<file path="src/hdl/sfsr_pkg.sv">
// Shared types and constants of the serial frame sender with resend.
// Used by sfsr_ctrl, sfsr_dp and the top level; depends on nothing.
`default_nettype none
package sfsr_pkg;

    localparam int ID_W       = 16;
    localparam int BYTE_W     = 8;
    localparam int CNT_W      = 4;
    localparam int MOD_STEPS  = 2;
    localparam int MOD_STEP_W = 2;
    localparam int HDR_IDX_W  = 2;

    localparam logic [HDR_IDX_W-1:0] HDR_LAST = 2'd3;

    localparam logic [BYTE_W-1:0] SYNC_A = 8'h55;
    localparam logic [BYTE_W-1:0] SYNC_B = 8'hAA;

    localparam logic REQ_PAYLOAD = 1'b0;
    localparam logic REQ_RESEND  = 1'b1;

    typedef enum logic [2:0] {
        EM_SYNC_A,
        EM_SYNC_B,
        EM_ID_HI,
        EM_ID_LO,
        EM_DATA,
        EM_STORED,
        EM_ERROR,
        EM_CSUM
    } t_emit_sel;

    typedef struct packed {
        logic      load_in;
        logic      mod_step;
        logic      len_read;
        logic      mem_read;
        logic      emit;
        t_emit_sel sel;
    } t_dp_cmd;

    typedef struct packed {
        logic in_packet;
        logic last;
        logic full;
        logic src_valid;
        logic stored_last;
        logic out_free;
    } t_dp_status;

endpackage
`default_nettype wire

</file>
<file path="src/hdl/sfsr_ctrl.sv">
// Controller state machine of the frame sender: sequences header, payload,
// checksum, resend walk and error transactions. Depends on sfsr_pkg.
`default_nettype none
module sfsr_ctrl import sfsr_pkg::*; (
    input  wire        i_clk,
    input  wire        i_rst_n,
    input  wire        i_in_valid,
    input  wire        i_req_type,
    input  t_dp_status i_status,
    output logic       o_in_ready,
    output t_dp_cmd    o_cmd
);

    typedef enum logic [3:0] {
        ST_IDLE,
        ST_MOD,
        ST_CHK,
        ST_HDR,
        ST_BYTE,
        ST_RD,
        ST_RDAT,
        ST_CSUM,
        ST_ERR
    } t_state;

    t_state                r_state,   n_state;
    logic [HDR_IDX_W-1:0]  r_hdr_idx, n_hdr_idx;
    logic [MOD_STEP_W-1:0] r_step,    n_step;
    logic                  r_resend,  n_resend;

    always_comb begin
        n_state    = r_state;
        n_hdr_idx  = r_hdr_idx;
        n_step     = r_step;
        n_resend   = r_resend;
        o_in_ready = 1'b0;
        o_cmd      = '{load_in: 1'b0, mod_step: 1'b0, len_read: 1'b0,
                       mem_read: 1'b0, emit: 1'b0, sel: EM_ERROR};
        case (r_state)
            ST_IDLE: begin
                o_in_ready = 1'b1;
                if (i_in_valid) begin
                    o_cmd.load_in = 1'b1;
                    n_hdr_idx     = '0;
                    n_step        = '0;
                    if (i_req_type == REQ_RESEND) begin
                        n_resend = 1'b1;
                        n_state  = i_status.in_packet ? ST_ERR : ST_MOD;
                    end else begin
                        n_resend = 1'b0;
                        n_state  = i_status.in_packet ? ST_BYTE : ST_HDR;
                    end
                end
            end
            ST_MOD: begin
                o_cmd.mod_step = 1'b1;
                n_step         = r_step + 1'b1;
                if (r_step == MOD_STEP_W'(MOD_STEPS - 1)) begin
                    n_state = ST_CHK;
                end
            end
            ST_CHK: begin
                if (i_status.src_valid) begin
                    o_cmd.len_read = 1'b1;
                    n_state        = ST_HDR;
                end else begin
                    n_state = ST_ERR;
                end
            end
            ST_HDR: begin
                if (i_status.out_free) begin
                    o_cmd.emit = 1'b1;
                    case (r_hdr_idx)
                        2'd0:    o_cmd.sel = EM_SYNC_A;
                        2'd1:    o_cmd.sel = EM_SYNC_B;
                        2'd2:    o_cmd.sel = EM_ID_HI;
                        default: o_cmd.sel = EM_ID_LO;
                    endcase
                    n_hdr_idx = r_hdr_idx + 1'b1;
                    if (r_hdr_idx == HDR_LAST) begin
                        n_state = r_resend ? ST_RD : ST_BYTE;
                    end
                end
            end
            ST_BYTE: begin
                if (i_status.out_free) begin
                    o_cmd.emit = 1'b1;
                    o_cmd.sel  = i_status.full ? EM_ERROR : EM_DATA;
                    n_state    = i_status.last ? ST_CSUM : ST_IDLE;
                end
            end
            ST_RD: begin
                o_cmd.mem_read = 1'b1;
                n_state        = ST_RDAT;
            end
            ST_RDAT: begin
                if (i_status.out_free) begin
                    o_cmd.emit = 1'b1;
                    o_cmd.sel  = EM_STORED;
                    n_state    = i_status.stored_last ? ST_CSUM : ST_RD;
                end
            end
            ST_CSUM: begin
                if (i_status.out_free) begin
                    o_cmd.emit = 1'b1;
                    o_cmd.sel  = EM_CSUM;
                    n_state    = ST_IDLE;
                end
            end
            ST_ERR: begin
                if (i_status.out_free) begin
                    o_cmd.emit = 1'b1;
                    o_cmd.sel  = EM_ERROR;
                    n_state    = ST_IDLE;
                end
            end
            default: begin
                n_state = ST_IDLE;
            end
        endcase
    end

    always_ff @(posedge i_clk) begin
        if (!i_rst_n) begin
            r_state   <= ST_IDLE;
            r_hdr_idx <= '0;
            r_step    <= '0;
            r_resend  <= 1'b0;
        end else begin
            r_state   <= n_state;
            r_hdr_idx <= n_hdr_idx;
            r_step    <= n_step;
            r_resend  <= n_resend;
        end
    end

endmodule
`default_nettype wire

</file>
<file path="src/hdl/sfsr_dp.sv">
// Datapath of the frame sender: id and slot counters, checksum, payload and
// length memories, slot reduction unit and output register. Uses sfsr_pkg.
`default_nettype none
module sfsr_dp import sfsr_pkg::*; #(
    parameter int SLOTS       = 16,
    parameter int MAX_PAYLOAD = 15
) (
    input  wire               i_clk,
    input  wire               i_rst_n,
    input  t_dp_cmd           i_cmd,
    input  wire               i_req_type,
    input  wire  [BYTE_W-1:0] i_data_byte,
    input  wire               i_last_byte,
    input  wire  [ID_W-1:0]   i_resend_id,
    input  wire               i_out_ready,
    output t_dp_status        o_status,
    output logic              o_out_valid,
    output logic [BYTE_W-1:0] o_out_byte,
    output logic              o_frame_end,
    output logic              o_error
);

    localparam int SLOT_W = (SLOTS > 1) ? $clog2(SLOTS) : 1;
    localparam int DEPTH  = SLOTS * MAX_PAYLOAD;
    localparam int ADDR_W = (DEPTH > 1) ? $clog2(DEPTH) : 1;

    // reciprocal of SLOTS, exact for every id of ID_W bits
    localparam int RECIP_SH = ID_W + SLOT_W;
    localparam int RECIP_W  = ID_W + 1;
    localparam logic [RECIP_W-1:0] RECIP =
        RECIP_W'(((1 << RECIP_SH) + SLOTS - 1) / SLOTS);

    // latched request
    logic              r_req;
    logic [BYTE_W-1:0] r_data;
    logic              r_last;
    logic [ID_W-1:0]   r_rid;

    // frame state
    logic [ID_W-1:0]   r_next_id;
    logic [SLOT_W-1:0] r_dst_slot;
    logic [SLOT_W-1:0] r_src_slot;
    logic [ID_W-1:0]   r_quot;
    logic              r_in_packet;
    logic [BYTE_W-1:0] r_sum;
    logic [CNT_W-1:0]  r_count;
    logic [SLOTS-1:0]  r_slot_valid;

    // memories
    logic [BYTE_W-1:0] r_mem [DEPTH];
    logic [BYTE_W-1:0] r_mem_q;
    logic [CNT_W-1:0]  r_len_mem [SLOTS];
    logic [CNT_W-1:0]  r_len_q;

    // output register
    logic              r_out_valid;
    logic [BYTE_W-1:0] r_out_byte;
    logic              r_out_end;
    logic              r_out_err;

    logic [ID_W+RECIP_W-1:0] quot_prod;
    logic [ID_W-1:0]         quot_back;
    logic [ADDR_W-1:0] src_addr;
    logic [ADDR_W-1:0] dst_addr;
    logic              mem_we;
    logic [BYTE_W-1:0] mem_wdata;
    logic [BYTE_W-1:0] emit_byte;
    logic [BYTE_W-1:0] id_hi;
    logic [BYTE_W-1:0] id_lo;
    logic              out_free;

    assign id_hi    = r_next_id[ID_W-1 -: BYTE_W];
    assign id_lo    = r_next_id[BYTE_W-1:0];
    assign out_free = !r_out_valid || i_out_ready;
    assign src_addr = ADDR_W'(r_src_slot * MAX_PAYLOAD) + ADDR_W'(r_count);
    assign dst_addr = ADDR_W'(r_dst_slot * MAX_PAYLOAD) + ADDR_W'(r_count);

    // slot reduction: first step forms the quotient, second the remainder
    assign quot_prod = {{RECIP_W{1'b0}}, r_rid} * {{ID_W{1'b0}}, RECIP};
    assign quot_back = ID_W'(r_quot * SLOTS);

    always_comb begin
        mem_we    = i_cmd.emit && (i_cmd.sel == EM_STORED ||
                    (i_cmd.sel == EM_DATA));
        mem_wdata = (i_cmd.sel == EM_STORED) ? r_mem_q : r_data;
    end

    always_comb begin
        case (i_cmd.sel)
            EM_SYNC_A: emit_byte = SYNC_A;
            EM_SYNC_B: emit_byte = SYNC_B;
            EM_ID_HI:  emit_byte = id_hi;
            EM_ID_LO:  emit_byte = id_lo;
            EM_DATA:   emit_byte = r_data;
            EM_STORED: emit_byte = r_mem_q;
            EM_CSUM:   emit_byte = ~r_sum;
            default:   emit_byte = '0;
        endcase
    end

    always_comb begin
        o_status.in_packet   = r_in_packet;
        o_status.last        = r_last;
        o_status.full        = (r_count == CNT_W'(MAX_PAYLOAD));
        o_status.src_valid   = r_slot_valid[r_src_slot];
        o_status.stored_last = (({1'b0, r_count} + 1'b1) == {1'b0, r_len_q});
        o_status.out_free    = out_free;
    end

    // payload and length memories
    always_ff @(posedge i_clk) begin
        if (mem_we) begin
            r_mem[dst_addr] <= mem_wdata;
        end
        if (i_cmd.mem_read) begin
            r_mem_q <= r_mem[src_addr];
        end
        if (i_cmd.emit && i_cmd.sel == EM_CSUM) begin
            r_len_mem[r_dst_slot] <= r_count;
        end
        if (i_cmd.len_read) begin
            r_len_q <= r_len_mem[r_src_slot];
        end
    end

    // request latch, reduction unit and output payload
    always_ff @(posedge i_clk) begin
        if (i_cmd.load_in) begin
            r_req      <= i_req_type;
            r_data     <= i_data_byte;
            r_last     <= i_last_byte;
            r_rid      <= i_resend_id;
            r_src_slot <= '0;
        end else if (i_cmd.mod_step) begin
            r_quot     <= ID_W'(quot_prod >> RECIP_SH);
            r_src_slot <= SLOT_W'(r_rid - quot_back);
        end
        if (i_cmd.emit) begin
            r_out_byte <= emit_byte;
            r_out_end  <= (i_cmd.sel == EM_CSUM);
            r_out_err  <= (i_cmd.sel == EM_ERROR);
        end
    end

    // frame state and output valid
    always_ff @(posedge i_clk) begin
        if (!i_rst_n) begin
            r_next_id    <= '0;
            r_dst_slot   <= '0;
            r_in_packet  <= 1'b0;
            r_sum        <= '0;
            r_count      <= '0;
            r_slot_valid <= '0;
            r_out_valid  <= 1'b0;
        end else begin
            if (i_cmd.emit) begin
                r_out_valid <= 1'b1;
            end else if (i_out_ready) begin
                r_out_valid <= 1'b0;
            end
            if (i_cmd.emit) begin
                case (i_cmd.sel)
                    EM_ID_LO: begin
                        r_sum   <= id_hi + id_lo;
                        r_count <= '0;
                        if (r_req == REQ_PAYLOAD) begin
                            r_in_packet <= 1'b1;
                        end
                    end
                    EM_DATA, EM_STORED: begin
                        r_sum   <= r_sum + mem_wdata;
                        r_count <= r_count + 1'b1;
                    end
                    EM_CSUM: begin
                        r_slot_valid[r_dst_slot] <= 1'b1;
                        r_next_id   <= r_next_id + 1'b1;
                        r_in_packet <= 1'b0;
                        r_sum       <= '0;
                        r_count     <= '0;
                        if (r_next_id == {ID_W{1'b1}} ||
                            r_dst_slot == SLOT_W'(SLOTS - 1)) begin
                            r_dst_slot <= '0;
                        end else begin
                            r_dst_slot <= r_dst_slot + 1'b1;
                        end
                    end
                    default: begin
                        r_sum <= r_sum;
                    end
                endcase
            end
        end
    end

    assign o_out_valid = r_out_valid;
    assign o_out_byte  = r_out_byte;
    assign o_frame_end = r_out_end;
    assign o_error     = r_out_err;

endmodule
`default_nettype wire

</file>
<file path="src/hdl/serial_frame_sender_with_resend_unit.sv">
// Top level of the serial frame sender with resend buffer.
// Joins the controller (sfsr_ctrl) and the datapath (sfsr_dp); uses sfsr_pkg.
`default_nettype none
// Frames payload bytes into serial frames: 0x55, 0xAA, the 16-bit sequence id
// (high byte first), the payload, and a checksum that is the inverse of the
// 8-bit sum of the id bytes and the payload. Each payload of up to MAX_PAYLOAD
// bytes is kept in ring slot (id mod SLOTS); a resend transaction replays a
// stored slot as a new frame under the next id and copies it to that id's
// slot. Bytes past MAX_PAYLOAD, a resend inside an open packet and a resend
// of an empty slot each give one result with error set and a zero byte.
// The block takes one input transaction at a time and has no clearing pass
// after reset: slot emptiness is kept in one valid flop per slot.
// A payload byte also sends the header on a packet's first byte and the
// checksum on its last byte; a resend sends the header, the stored payload
// and the checksum. A resend reduces the id to a slot by reciprocal
// multiplication (quotient, then remainder), and walks the stored payload
// one byte at a time, each through the registered read of the single
// payload memory. Each stall of the output holds the sequence.
module serial_frame_sender_with_resend_unit import sfsr_pkg::*; #(
    parameter int SLOTS       = 16,
    parameter int MAX_PAYLOAD = 15
) (
    input  wire               i_clk,
    input  wire               i_rst_n,
    // request channel
    input  wire               i_in_valid,
    output logic              o_in_ready,
    input  wire               i_req_type,
    input  wire  [BYTE_W-1:0] i_data_byte,
    input  wire               i_last_byte,
    input  wire  [ID_W-1:0]   i_resend_id,
    // serial byte channel
    output logic              o_out_valid,
    input  wire               i_out_ready,
    output logic [BYTE_W-1:0] o_out_byte,
    output logic              o_frame_end,
    output logic              o_error
);

    t_dp_cmd    cmd;
    t_dp_status status;

    // Sequence each transaction: header, payload or stored walk, checksum, or error byte.
    sfsr_ctrl u_ctrl (
        .i_clk      (i_clk),
        .i_rst_n    (i_rst_n),
        .i_in_valid (i_in_valid),
        .i_req_type (i_req_type),
        .i_status   (status),
        .o_in_ready (o_in_ready),
        .o_cmd      (cmd)
    );

    // Hold the id, sum, memories and the output register.
    sfsr_dp #(
        .SLOTS       (SLOTS),
        .MAX_PAYLOAD (MAX_PAYLOAD)
    ) u_dp (
        .i_clk       (i_clk),
        .i_rst_n     (i_rst_n),
        .i_cmd       (cmd),
        .i_req_type  (i_req_type),
        .i_data_byte (i_data_byte),
        .i_last_byte (i_last_byte),
        .i_resend_id (i_resend_id),
        .i_out_ready (i_out_ready),
        .o_status    (status),
        .o_out_valid (o_out_valid),
        .o_out_byte  (o_out_byte),
        .o_frame_end (o_frame_end),
        .o_error     (o_error)
    );

endmodule
`default_nettype wire

</file>
<file path="config.mk">
export PLATFORM = sky130hd
export DESIGN_NAME = serial_frame_sender_with_resend_unit
export DESIGN_NICKNAME = d
export VERILOG_FILES = /design/src/hdl/sfsr_pkg.sv /design/src/hdl/sfsr_ctrl.sv /design/src/hdl/sfsr_dp.sv /design/src/hdl/serial_frame_sender_with_resend_unit.sv
export SDC_FILE = /design/constraint.sdc
export NUM_CORES = 2
export LEC_CHECK = 0
export BUFFER_PORTS_ARGS = -buffer_cell sky130_fd_sc_hd__buf_2
export CAP_MARGIN = 0
export CORE_MARGIN = 1
export CORE_UTILIZATION = 37
export DETAILED_ROUTE_END_ITERATION = 16
export HOLD_SLACK_MARGIN = 0.1
export SETUP_SLACK_MARGIN = 0.4
export SYNTH_ARGS = -nofsm -noshare
export SYNTH_HDL_FRONTEND = slang
export SYNTH_SLANG_ARGS = --single-unit
</file>
<file path="constraint.sdc">
create_clock -name i_clk -period 10 [get_ports i_clk]
set_clock_uncertainty 0.2 [all_clocks]
set_input_delay 1.5 -clock i_clk [delete_from_list [all_inputs] [get_ports i_clk]]
set_output_delay 1.5 -clock i_clk [all_outputs]
set_load 0.01 [all_outputs]
</file>
==> Word level (Yosys, flattened, before mapping) <==
Memory sizes are Yosys's and may differ from the RTL's. A register that Yosys moved wholly into a read port is not among the register bits.
Index checks and enable logic that the tools add are counted.
{ "totals": {"register_bits": 87, "latchBits": 0, "ram_bits": 1984, "rom_bits": 0, "input_bits": 30, "out_inout_bits": 12, "n_memories": 2} }
{ "op_classes": {"add_sub_neg": 11, "n_mul": 2, "n_div": 0, "n_lt_le_gt_ge": 3, "n_eq_ne": 31, "shifts": 0, "muxes": 52, "bitwise_logic": 2, "reduce_logical": 27} }
{ "mem_list": {"columns": ["name", "words", "width", "rd", "rd_ports_with_merged_regs", "wr", "line_no", "source"], "rows": [
  ["u_dp.r_mem", 240, 8, 1, 1, 1, "sfsr_dp.sv:50", "logic [BYTE_W-1:0] r_mem [DEPTH];"],
  ["u_dp.r_len_mem", 16, 4, 1, 1, 1, "sfsr_dp.sv:52", "logic [CNT_W-1:0] r_len_mem [SLOTS];"]
]} }
{ "ops": {"columns": ["cell", "n"], "rows": [
  ["2-to-1 mux 4 bit", 16],
  ["one-hot mux 8 bit (7 select lines)", 1],
  ["one-hot mux 4 bit (8 select lines)", 1],
  ["one-hot mux 8 bit (3 select lines)", 1],
  ["one-hot mux 4 bit (5 select lines)", 1],
  ["2-to-1 mux 1 bit", 18],
  ["adder 16 x 1 -> 16 bit (second input constant)", 1],
  ["adder 8 x 4 -> 8 bit", 2],
  ["adder 8 bit", 2],
  ["== test 16 bit (second input constant)", 1],
  ["== test 4 x 3 -> 1 bit (second input constant)", 4],
  ["multiplier 4 x 4 -> 8 bit (second input constant)", 2],
  ["OR 16 bit", 1],
  ["== test 3 bit (second input constant)", 4],
  ["== test 4 bit (second input constant)", 3],
  ["!= test 2 x 1 -> 1 bit (second input constant)", 6],
  ["less-than comparator 4 x 5 -> 1 bit (second input constant)", 2],
  ["AND reduction 2 bit", 5],
  ["nonzero test 2 bit", 5],
  ["adder 4 x 1 -> 4 bit (second input constant)", 2],
  ["== test 4 x 2 -> 1 bit (second input constant)", 2],
  ["2-to-1 mux 2 bit", 4],
  ["2-to-1 mux 8 bit", 1],
  ["NOT 8 bit", 1],
  ["28 further kinds", 42]
]} }

==> Logic depth before layout (Yosys ltp) <==
{ "depth": {"word_depth": 9, "mapped_depth": 16, "depth_no_buf": 15} }

==> By module <==
A second synthesis with hierarchy kept.
{ "hier_totals": {"hier_cells": 4049, "area_unflattened_um2": 83351.2} }
{ "modules_own_cells": {"columns": ["module", "instances", "cells_per_inst", "area_each_um2"], "rows": [
  ["sfsr_dp", 1, 3956, 82585.5],
  ["sfsr_ctrl", 1, 93, 765.7]
]} }

==> Worst setup path after synthesis <==
No wires, ideal clock.
{ "synth_path": {"path_type": "input to register", "start": "in i_out_ready", "end": "reg u_dp.r_sum[6]", "arrival_ns": 6.778, "slack_ns": 2.896, "path_stages": 15, "path_buffers": 1, "path_cell_list": "nand2b_1 > buf_2 > nand4_1 > nand2_1 > nand2_1 > ha_1 > inv_1 > fa_1 > nor2b_1 > o21ai_0 > a21boi_0 > o21a_1 > o21ai_0 > a32oi_1 > a21boi_0"} }
{ "synth_via": {"elab_chain_len": 7, "elab_cells_between_ends": 17} }
{ "synth_rtl": {"columns": ["element", "line_no", "source"], "rows": [
  ["from (decl)", "serial_frame_sender_with_resend_unit.sv:34", "input wire i_out_ready,"],
  ["logical OR 1 bit *", "sfsr_dp.sv:74", "assign out_free = !r_out_valid || i_out_ready;"],
  ["2-to-1 mux 4 bit (on tied branches)", null, null],
  ["one-hot mux 4 bit (5 select lines) *", "sfsr_ctrl.sv:39", "case (r_state)"],
  ["== test 3 bit *", "sfsr_dp.sv:85", "mem_wdata = (i_cmd.sel == EM_STORED) ? r_mem_q : r_data;"],
  ["2-to-1 mux 8 bit *", "sfsr_dp.sv:85", null],
  ["named net u_dp.mem_wdata[0]", "sfsr_dp.sv:66", "logic [BYTE_W-1:0] mem_wdata;"],
  ["adder 8 bit *", "sfsr_dp.sv:171", "r_sum <= r_sum + mem_wdata;"],
  ["one-hot mux 8 bit (3 select lines) *", "sfsr_dp.sv:162", "case (i_cmd.sel)"],
  ["to (signal assigned)", "sfsr_dp.sv:164", "r_sum <= id_hi + id_lo;"],
  ["to (signal assigned)", "sfsr_dp.sv:171", null],
  ["to (signal assigned)", "sfsr_dp.sv:188", "r_sum <= r_sum;"],
  ["to (decl)", "sfsr_dp.sv:45", "logic [BYTE_W-1:0] r_sum;"]
]} }
Mark *: on every way through the listed nets, which the timed path passes. The rest lies on a longest branch.
A chain may end at the register's enable or synchronous reset.

==> Final worst setup path <==
{ "layout_path": {"start": "reg u_dp.r_src_slot[0]", "end": "reg u_dp.r_mem_q[4] (read register of u_dp.r_mem), data pin"} }
{ "layout_via": {"elab_chain_len": 2} }
{ "layout_rtl": {"columns": ["element", "line_no", "source"], "rows": [
  ["from (decl)", "sfsr_dp.sv:42", "logic [SLOT_W-1:0] r_src_slot;"],
  ["from (signal assigned)", "sfsr_dp.sv:136", "r_src_slot <= SLOT_W'(r_rid - quot_back);"],
  ["multiplier 4 x 4 -> 8 bit", "sfsr_dp.sv:75", "assign src_addr = ADDR_W'(r_src_slot * MAX_PAYLOAD) + ADDR_W'(r_count);"],
  ["adder 8 x 4 -> 8 bit", "sfsr_dp.sv:75", null],
  ["to (decl)", "sfsr_dp.sv:51", "logic [BYTE_W-1:0] r_mem_q;"]
]} }
Every way passes these cells.

==> run_results.csv <==
group,metric,value,unit
sta,rsz0062_at_grt,"no",
synth,synthFlopType,"edfxtp_1",
finish,drive_gt1_share,21.07,%
sta,setup_viol,0,
cts,htree_levels,4,
cts,post_cts_resized,0,
run,drv_cap,0,
global_routing,gr-usage-all-layers,17.76,%
sta,finalHoldViolCount,0,
global_routing,grt_pass1_vias,41459,
cts,clk_pin_slew,0.06,ns
cts,cts_buffer_depth,3,
sta,hold_slack,0.2621,ns
placement,post-place-ws,3.570,ns
route,wl_met1,85850,um
die,rows,173,
die,die_y,476.1,um
sta,slew_violations,0,
synth,yosysWarnings,0,
route,met3_length,15080,um
route,top_layer,"met5",
sta,tightest_slew,1.201,ns
route,vias,41139,
cts,clock_tree.root_cell,"clkbuf_16",
synth,syn_nets,4348,
run_status,status,"complete, no violations",
global_routing,antenna_found_initial,5,
placement,hpwl,117200,um
global_routing,overflow,0,
route,drc,0,
synth,async_flop_share,0,%
cts,cts_tree,"done",
route,wl_met2,96240,um
critical_path,end_kind,"flip-flop",
global_routing,grt_pass1_wl,292000,um
die,die_w,476.1,um
sta,timing.final.crit_share,64.77,%
route,firstDrtPassIters,6,
sta,setup_tns,0,ns
placement,dpl-instance-area,0.08680,mm2
route,wl_per_cell,26.92,um
route,ant_nets,0,
critical_path,cp.required,10.35,ns
critical_path,start_kind,"flip-flop",
die,start_util,37.33,%
die,core_area,0.2227,mm2
finish,area_delta_synth_final,12.14,%
route,wl,201500,um
synth,synth_edf_count,2020,
synth,syn_inst,4242,
finish,nNetsFinal,4436,
synth,synth_cell_types,65,
route,drt-initial-drc-count,4554,
synth,syn_area,0.08315,mm2
cts,clkLatencyLatePin,0.86,ns
cts,numCtsBuffers,206,
sta,finalCriticalPeriod,6.477,ns
synth,postSynthAreaPerCell,19.60,um2
synth,yosysSeqAreaShare,74.46,%
hold_path,min_path_type,"flip-flop to flip-flop",
placement,gp_congestion,0.8278,
critical_path,crit_type,"flip-flop to flip-flop",
placement,io_buffers,29,
sta,setup_slack,3.523,ns
cts,holdBufCountCts,0,
sta,fmax,154.4,MHz
synth,synth_seq_cells,2083,
sta,timing.slew.headroom,19.94,%
critical_path,worst_ep_arrival_time,6.83,ns
cts,post_cts_buffers,0,
global_routing,grt_max_degree,105,
cts,clock-sinks,2083,
critical_path,cp_max_fo,36,
die,die-area,0.2266,mm2
finish,finish.instance_area,0.09325,mm2
die,ioPinCount,42,
route,routed_via_density,5.498,
-- state kept, by name, indices dropped and copies added, names as in the netlist, 8 cells and up --
signal             flops
u_dp.r_data            8
u_dp.o_out_byte        8
u_dp.r_slot_valid     16
u_dp.r_sum             8
u_dp.r_mem          1920
u_dp.r_next_id        16
u_dp.r_mem_q           8
u_dp.r_len_mem        64
-- final cells by class --
class	count	area [um2]
sequential	2083	61920
tap	2975	3722
clock inverter	121	1012
multi-input combinational	1869	20030
antenna	4	10.01
clock buffer	261	5424
fill	19319	129500
timing repair buffer	113	913.4
inverter	57	221.5
-- synth_stat cells, drive strengths merged (2+ instances only) --
library cell  instances  share of area, %
ha                   60              0.90
a211oi               22              0.21
o211ai               21              0.19
a32oi                73              0.77
o211a                 3             0.036
o21ai                59              0.36
and4                  2             0.021
nor2                273               1.2
o22ai                 6             0.045
inv                  56              0.25
a21o                  4             0.036
nor3                 14             0.096
and2                 32              0.24
o41ai                 2             0.021
a311oi                6             0.071
a21boi               11             0.099
o21a                 20              0.18
clkbuf              117              0.53
nor2b                16              0.12
dfxtp                63               1.5
fa                   16              0.39
nand2b                3             0.023
edfxtp             2020                73
or3                   7             0.053
o31ai                 2             0.018
nor4                  4             0.045
nand2               340               1.5
xnor2                32              0.34
and3                 42              0.32
a22oi                10             0.090
nand4                36              0.27
nand3                72              0.43
mux4                522                14
and3b                 2             0.021
nor3b                 2             0.018
buf                 116              0.88
a31oi                16              0.12
a211o                 7             0.074
mux2i                76              0.92
xor2                 13              0.14
a21oi                33              0.20
-- cells in the final DEF (no fill, tap or decap), types with 12 or more instances in the layout --
master,netlist,layout
nor2_1,273,273
nand3_1,72,68
edfxtp_1,2020,2020
a31oi_1,16,16
clkbuf_1,116,51
and2_1,31,31
a32oi_1,73,73
o21ai_0,53,53
a21oi_1,33,32
dfxtp_1,63,63
o21a_1,20,20
xnor2_1,32,30
and3_1,42,41
nand4_1,36,36
bufinv_16,0,13
nand2_1,340,330
clkinv_2,0,30
clkinv_1,1,56
fa_1,16,15
mux4_2,522,522
clkbuf_16,0,208
o211ai_1,21,21
ha_1,60,58
xor2_1,13,12
a211oi_1,20,19
inv_1,55,54
buf_2,55,29
mux2i_1,75,75
nor2b_1,16,16
buf_4,38,73
-- final timing paths --
check	from	endpoint	slack (ns)	cells past startpoint
max	u_dp.r_src_slot[0]	u_dp.r_mem_q[4]	3.52	15
min	u_dp.r_slot_valid[14]	u_dp.r_slot_valid[14]	0.26	1
max reg2reg	u_dp.r_src_slot[0]	u_dp.r_mem_q[4]	3.52	15
min reg2reg	u_dp.r_slot_valid[14]	u_dp.r_slot_valid[14]	0.26	1
-- cell families (layout without fill, tap and decap cells) --
family                     after synthesis  count (layout)  share of synthesized area [%]
AOI/OAI and AO/OA                      302             302                          2.593
xor gates and xnor gates                45              45                         0.4740
adders and majority gates               76              76                          1.288
buffers and inverters                  290             552                          1.664
DFF                                   2083            2083                          74.46
muxes                                  599             599                          15.07
other                                    0               4                              0
and+or+nand+nor                        847             847                          4.448
-- stage by stage --
stage	utilization (%)	std cells
3_5_place_dp	38.97	7097
5_1_grt	41.86	7480
2_1_floorplan	-	4242
3_3_place_gp	38.97	7097
4_1_cts	41.86	7479
6_report	41.87	7483
-- routing by layer --
metal	up-vias	track usage [%]
li1	17439	-
met1	21972	24.65
met2	1491	28.36
met3	233	3.753
met4	4	4.748
met5	-	0
-- worst max-delay path, stage by stage (launching register included) --
cell and delay [ns]:
dfxtp_1 0.30, buf_4 0.42, fa_1 0.49, inv_1 0.12
fa_1 0.43, fa_1 0.50, inv_1 0.05, ha_1 0.40
a21oi_1 0.28, nand3_1 0.30, a21oi_4 0.62, buf_4 0.70
a32oi_1 0.26, and3_1 0.28, a31oi_1 0.52, nand4_1 0.18
Power is not shown: default switching activity piles up to over one toggle a cycle in this logic, so the estimate is an artifact.
